--- config.mk ---
export PLATFORM = sky130hd
export DESIGN_NAME = signed_varint_decoder_unit
export DESIGN_NICKNAME = d
export VERILOG_FILES = /design/src/rtl/svd_pkg.sv /design/src/rtl/svd_step.sv /design/src/rtl/signed_varint_decoder_unit.sv
export SDC_FILE = /design/constraint.sdc
export NUM_CORES = 1
export LEC_CHECK = 0
export BUFFER_PORTS_ARGS = -buffer_cell sky130_fd_sc_hd__buf_2
export CAP_MARGIN = 25
export CORE_MARGIN = 5
export CORE_UTILIZATION = 60
export CTS_CLUSTER_DIAMETER = 50
export DETAILED_ROUTE_END_ITERATION = 16
export GPL_ROUTABILITY_DRIVEN = 1
export HOLD_SLACK_MARGIN = 0.12
export PLACE_DENSITY = 0.78
export SETUP_SLACK_MARGIN = 0.3
export SYNTH_ARGS = -nofsm -noshare
export SYNTH_HDL_FRONTEND = slang
export SYNTH_HIERARCHICAL = 1
export SYNTH_SLANG_ARGS = --single-unit
--- constraint.sdc ---
create_clock -name clock -period 5.9 [get_ports clock]
set_clock_uncertainty 0.05 [all_clocks]
set_input_delay 0.59 -clock clock [delete_from_list [all_inputs] [get_ports clock]]
set_output_delay 0.59 -clock clock [all_outputs]
set_load 0.01 [all_outputs]
--- src/rtl/svd_pkg.sv ---
// ----------------------------------------------------------------------------
// Signed varint decoder package
// Shared types, constants and status codes for the sign-magnitude varint
// decoder.
// ----------------------------------------------------------------------------
package svd_pkg;

   // Width of the decoded value before it is given as a 32-bit result
   localparam int VALUE_WIDTH = 32;
   // Magnitude bits kept, so the negation always fits in VALUE_WIDTH bits
   localparam int MAG_WIDTH   = VALUE_WIDTH - 1;
   // Group position register and its saturation value
   localparam int POS_WIDTH   = 6;
   localparam logic [POS_WIDTH-1:0] POS_FIRST = '0;
   localparam logic [POS_WIDTH-1:0] POS_MAX   = '1;
   // Bits contributed by the first byte and by each later byte
   localparam int FIRST_BITS  = 6;
   localparam int GROUP_BITS  = 7;
   // Span of a group shifted to the largest position
   localparam int SHIFT_WIDTH = (1 << POS_WIDTH) - 1 + GROUP_BITS;

   // Byte layout
   localparam int BIT_MORE = 7;
   localparam int BIT_SIGN = 6;

   // Result status codes
   localparam logic [1:0] STATUS_OK        = 2'd0;
   localparam logic [1:0] STATUS_TRUNCATED = 2'd1;
   localparam logic [1:0] STATUS_OVERFLOW  = 2'd2;

   typedef struct packed {
      logic [7:0] byte_in;
      logic       end_of_buffer;
   } req_type;

   typedef struct packed {
      logic signed [31:0] decoded_value;
      logic [1:0]         status;
   } rsp_type;

   // Decoder state carried from byte to byte
   typedef struct packed {
      logic [MAG_WIDTH-1:0] magnitude;
      logic [POS_WIDTH-1:0] position;
      logic                 negative;
      logic                 overflow;
   } svd_state_type;

endpackage

--- src/rtl/svd_step.sv ---
// ----------------------------------------------------------------------------
// Signed varint decoder step
// Folds one message byte into the decoder state and forms the result that a
// terminating byte or a buffer end produces.
// ----------------------------------------------------------------------------
module svd_step (
   input  svd_pkg::svd_state_type state_cur,
   input  svd_pkg::req_type       req_item,
   output svd_pkg::svd_state_type state_next,
   output logic                   emit,
   output svd_pkg::rsp_type       rsp_item
);
   import svd_pkg::*;

   logic                          first;
   logic [GROUP_BITS-1:0]         group;
   logic [SHIFT_WIDTH-1:0]        shifted;
   logic [MAG_WIDTH-1:0]          mag_acc;
   logic                          ovf_acc;
   logic                          neg_acc;
   logic [POS_WIDTH:0]            pos_sum;
   logic [POS_WIDTH-1:0]          pos_acc;
   logic                          more;
   logic signed [VALUE_WIDTH-1:0] value;

   // Pick the magnitude group and sign of this byte
   always_comb begin
      first   = (state_cur.position == POS_FIRST);
      group   = first ? GROUP_BITS'(req_item.byte_in[FIRST_BITS-1:0])
                      : req_item.byte_in[GROUP_BITS-1:0];
      neg_acc = first ? req_item.byte_in[BIT_SIGN] : state_cur.negative;
   end

   // Place the group; any set bit at or above the kept width is overflow
   always_comb begin
      shifted = SHIFT_WIDTH'(group) << state_cur.position;
      mag_acc = state_cur.magnitude | shifted[MAG_WIDTH-1:0];
      ovf_acc = state_cur.overflow | (|shifted[SHIFT_WIDTH-1:MAG_WIDTH]);
   end

   // Advance the group position, saturating at the top
   always_comb begin
      pos_sum = first ? (POS_WIDTH+1)'(FIRST_BITS)
                      : {1'b0, state_cur.position} + (POS_WIDTH+1)'(GROUP_BITS);
      pos_acc = pos_sum[POS_WIDTH] ? POS_MAX : pos_sum[POS_WIDTH-1:0];
   end

   // Form the result and clear the state when the number ends
   always_comb begin
      more  = req_item.byte_in[BIT_MORE];
      emit  = !more || req_item.end_of_buffer;
      value = neg_acc ? -$signed(VALUE_WIDTH'(mag_acc)) : $signed(VALUE_WIDTH'(mag_acc));

      priority if (more) begin
         rsp_item.decoded_value = '0;
         rsp_item.status        = STATUS_TRUNCATED;
      end else if (ovf_acc) begin
         rsp_item.decoded_value = '0;
         rsp_item.status        = STATUS_OVERFLOW;
      end else begin
         rsp_item.decoded_value = 32'(value);
         rsp_item.status        = STATUS_OK;
      end

      if (emit) begin
         state_next = '0;
      end else begin
         state_next.magnitude = mag_acc;
         state_next.position  = pos_acc;
         state_next.negative  = neg_acc;
         state_next.overflow  = ovf_acc;
      end
   end

endmodule

--- src/rtl/signed_varint_decoder_unit.sv ---
// ----------------------------------------------------------------------------
// Signed varint decoder unit
// Decodes sign-magnitude variable-length integers from a stream of bytes.
// ----------------------------------------------------------------------------
// One byte is taken per clock. A byte with bit 7 clear ends the number and
// its result appears on the rsp channel in the cycle after the byte transfer;
// a continuation byte marked end_of_buffer gives a truncated status instead,
// and other continuation bytes give no result. The single result register
// sets the rate: while it is free or being taken, a new byte is accepted in
// every cycle, so a stalled rsp side holds the req side only once a result
// is waiting. The decoder state is cleared by reset and after every result.
module signed_varint_decoder_unit (
   input  logic             clock,
   input  logic             reset,
   input  logic             req_valid,
   output logic             req_ready,
   input  svd_pkg::req_type req_payload,
   output logic             rsp_valid,
   input  logic             rsp_ready,
   output svd_pkg::rsp_type rsp_payload
);
   import svd_pkg::*;

   svd_state_type state_ff, state_in, state_step;
   rsp_type       result_ff, result_in, result_step;
   logic          valid_ff, valid_in;
   logic          emit;
   logic          req_xfer;

   svd_step u_step (
      .state_cur  (state_ff),
      .req_item   (req_payload),
      .state_next (state_step),
      .emit       (emit),
      .rsp_item   (result_step)
   );

   // Accept a byte whenever the result register is free or draining
   assign req_ready = !valid_ff || rsp_ready;
   assign req_xfer  = req_valid && req_ready;

   // Advance state and load the result register on a transfer
   always_comb begin
      state_in  = state_ff;
      result_in = result_ff;
      valid_in  = valid_ff && !rsp_ready;
      if (req_xfer) begin
         state_in = state_step;
         if (emit) begin
            result_in = result_step;
            valid_in  = 1'b1;
         end
      end
   end

   always_ff @(posedge clock) begin
      if (reset) begin
         state_ff <= '0;
         valid_ff <= 1'b0;
      end else begin
         state_ff <= state_in;
         valid_ff <= valid_in;
      end
      result_ff <= result_in;
   end

   assign rsp_valid   = valid_ff;
   assign rsp_payload = result_ff;

endmodule

==> impl.org <==
** Run
- Max cap viols :: 0

** Clock network
- Setup Fix Bufs, Post-CTS :: 0
- Cell at the root of the clock tree :: clkbuf_8
- Counting every sink on the clock net gives 74.
- Number of buffers between clock root and the deepest sink :: 2
- Insertion delay of the later-clocked pin in the worst-skew pair :: 0.36 ns
- TritonCTS clock tree :: built
- TritonCTS Buffers :: 9
- H-tree lvl count :: 3
- Post-CTS Hold Fix Bufs :: 0
- Clock-pin slew was measured on the worst setup and hold paths at 0.08 ns.
- Once the clock tree was built, the resizer swapped 0 gates to a different size.

** Detailed routing
- After detailed routing, the total wire length is 15.97 mm.
- Overall via count from detail_route :: 5107
- After detailed routing, the average wire length per cell comes to 20.85 um.
- In the routed design, unresolved DRC markers number 0.
- Iteration-0 DRC count of the detailed router :: 446
- DRT antenna net count :: 0
- Vias per cell :: 6.667
- DRT Pass-1 Iters :: 5

** Finish
- The number of antenna diodes in the final layout is 0.
- Cells fill 64.92% of the core in the end.
- Cells with a size suffix above 1 make up 20.46% of the layout.
- Fin nets :: 665
- Compared with the post-synthesis result, the final layout area differs by 6.585%.

** Timing
- In the finished design, the share of the clock period the worst path needs comes to 73.26%.
- Worst slew pin tran :: 0.9452 ns
- Fmax :: 0.2314 GHz
- The count of final max-slew check failures came to 0.
- Setup repair after global routing left no endpoint under its margin.
- Counting I/O delays and the setup requirement, the final critical path takes 4.322 ns.
- The worst pin sits at a relative slew slack of 36.99%.
- Summed over all failing endpoints, the final setup total negative slack is 0 ns.
- Count of final setup violators :: 0
- Total count of hold-check failures in the final report :: 0

** Global routing
- Global-route met2 utilization :: 46.11%
- Met1 track utilization from global routing :: 38.53%
- Global routing used 28.57% of the available tracks across all layers.
- For met3 alone, demand over resource in global routing was 5.161%.
- Grt ovf :: 0
- The number of antenna violations at the first check in global routing was 0.
- The first global-routing pass estimated 25.72 mm of wire.
- Via count of the first global-routing pass :: 4835
- Entering global routing, the biggest net connects 80 pins.
- Routing layer with the top usage in global route :: met2

** Logic synthesis
- Fraction of registers with async set/reset :: 0%
- The synthesized design contains 74 register bits.
- Most used standard cell by instance count after synthesis :: nor2_1
- Number of nets in the synthesized netlist :: 649
- After synthesis, the cell types taking the most area are edfxtp_1 (18%), dfxtp_1 (14%), nand4b_1 (6.5%).
- EDFF count, synth :: 34
- Synthesized instance count :: 634
- The synthesized netlist contains 80 unique library cells.
- Yosys printed 6 warnings.
- Leading register cell type out of synthesis :: dfxtp_1
- Dividing the synthesized area by the synthesized cell count gives 8.751 um2.
- Summed over its instances, the top area cell type makes up 18.40% of the synthesized netlist area.
- Post-synthesis cell area :: 0.005548 mm2
- The largest total area in the synthesized netlist belongs to edfxtp_1.
- After synthesis, the most frequently instantiated cells are nor2_1 (65), o21ai_0 (45), nand2b_1 (44).
- Sequential area share after synthesis :: 32.84%

** Worst hold path
- The path class of the tightest hold or removal check is flop to flop.

** Floorplanning
- Floorplan die height :: 106.2 um
- Chip Width :: 106.2 um
- In this run the count of I/O pins placed on the die edge is 49.
- Number of standard-cell rows in the floorplan :: 35
- The total area inside the core boundary comes to 0.009109 mm2.
- The die covers 0.01127 mm2.
- Initial core utilization :: 60.91%

** Worst setup path
- Startpoint type of the worst setup path :: flop
- The signal on the critical path passes through buf_4 -> mux4_2 -> nand2b_1 -> o31a_1 -> or4_1 -> a221oi_1 -> o211ai_1 -> or2_1 -> buf_8 -> a311oi_2.
- The worst setup path is captured at a flop.
- The largest single stage delay on the critical path is 0.63 ns.
- Of all nets on the critical path, the largest fanout is 21.
- For the worst setup path, the data required time is 6.02 ns.
- Data arrival, critical path :: 4.44 ns
- Worst Path Class, Setup :: flop to flop
- For this design, the slowest cell found on the critical path is mux4_2.

** Placed design
- HPWL after detailed placement :: 11.11 mm
- Final Wtd Congestion :: 0.9645
- Count of input and output buffers :: 48

** Outcome
- The run finished with clean final reports.

** Power
- The worst-case IR drop observed on VDD is 0.09590 mV.
- Leakage :: 2.107 nW
- Total power divided by cell area :: 197.9 mW/mm2
[registers in the layout, indices dropped and copies added (netlist names)]
name         cells
state_ff        39
rsp_payload     34
rsp_valid        1
[report_power, final]
| group | total, mW | leakage (nW) | internal (mW) | switching, mW |
|---|---|---|---|---|
| clock | 0.361 | 0.0834 | 0.164 | 0.198 |
| combinational | 0.241 | 1.37 | 0.0862 | 0.154 |
| sequential | 0.568 | 0.656 | 0.561 | 0.00724 |
| total | 1.17 | 2.11 | 0.811 | 0.359 |
[worst max-delay path, delay by kind of cell (launching register included)]
| family | cells | cell delay (ns) |
|---|---|---|
| AND/OR/NAND/NOR | 3 | 1.23 |
| multiplexers | 1 | 0.63 |
| buffers and inverters | 2 | 0.59 |
| flip-flops | 1 | 0.59 |
| AO/OA/AOI/OAI | 4 | 1.04 |
[final cells by class]
| class | instances | area, um2 |
|---|---|---|
| Sequential cell | 74 | 1822 |
| Inverter | 6 | 22.52 |
| Tap cell | 111 | 138.9 |
| Clock buffer | 13 | 148.9 |
| Clock inverter | 3 | 17.52 |
| Multi-Input combinational cell | 496 | 3396 |
| Fill cell | 800 | 3196 |
| Timing Repair Buffer | 63 | 367.9 |
[kinds of logic (layout without fill, tap and decap cells)]
| family | count (synthesis) | count (layout) | synth area share (%) |
|---|---|---|---|
| AND/OR/NAND/NOR | 273 | 273 | 30.18 |
| AO/OA/AOI/OAI | 181 | 181 | 22.82 |
| multiplexers | 21 | 21 | 4.646 |
| flip-flops | 74 | 74 | 32.84 |
| XOR/XNOR | 19 | 19 | 3.000 |
| adder cells (fa/ha/maj) | 2 | 2 | 0.4510 |
| buffers and inverters | 64 | 85 | 6.067 |
[path summary, 6_finish.rpt]
kind,start,end,slack (ns),cells after the start
worst max register to register,state_ff[2]$_SDFFE_PP0P_,rsp_payload[33]$_DFFE_PP_,1.58,10
worst min register to register,state_ff[36]$_SDFFE_PP0P_,state_ff[36]$_SDFFE_PP0P_,0.43,2
worst min-delay path,state_ff[36]$_SDFFE_PP0P_,state_ff[36]$_SDFFE_PP0P_,0.43,2
worst max-delay path,state_ff[2]$_SDFFE_PP0P_,rsp_payload[33]$_DFFE_PP_,1.58,10
[stage by stage]
step / power (mW) / cells / worst slack, ns / instance area [um2] / hold WS [ns]
6_report: 1.170 / 766 / 1.578 / 5913 / 0.4344
5_1_grt: 1.221 / 766 / 1.226 / 5913 / 0.4606
4_1_cts: 1.168 / 765 / 1.491 / 5898 / 0.4350
3_5_place_dp: 0.8149 / 749 / 1.512 / 5732 / 0.4186
3_3_place_gp: 0.8082 / 748 / 1.627 / 5717 / 0.4104
2_1_floorplan: 0.7534 / 634 / 2.311 / 5548 / 0.3959
[layer usage]
| metal | share of wire (%) | wire length, um | vias to the layer above |
|---|---|---|---|
| li1 | - | - | 2400 |
| met1 | 44 | 6961 | 2466 |
| met5 | 0 | 0 | - |
| met2 | 47 | 7522 | 210 |
| met3 | 6.9 | 1096 | 31 |
| met4 | 2.4 | 391 | 0 |
[cell usage in the layout, fill, tap and decap left out, types with 5 or more instances in the layout]
master	instances
and2_1	8
nand4b_1	41
nor3b_1	5
a211oi_1	7
nor2b_1	7
buf_2	48
nand3_1	11
o21ai_0	45
xnor2_1	8
nand2_1	27
nor2_2	8
clkbuf_8	10
a21o_1	11
a31oi_1	12
edfxtp_1	34
a21oi_2	5
a21oi_1	40
nand2b_1	44
dfxtp_1	40
inv_1	5
mux2i_1	9
nor3_1	18
buf_4	13
o21ai_2	10
mux2_2	5
xor2_1	11
and4_1	5
nor2_1	65
a221oi_1	7
Power figures use the tool's default switching activity.
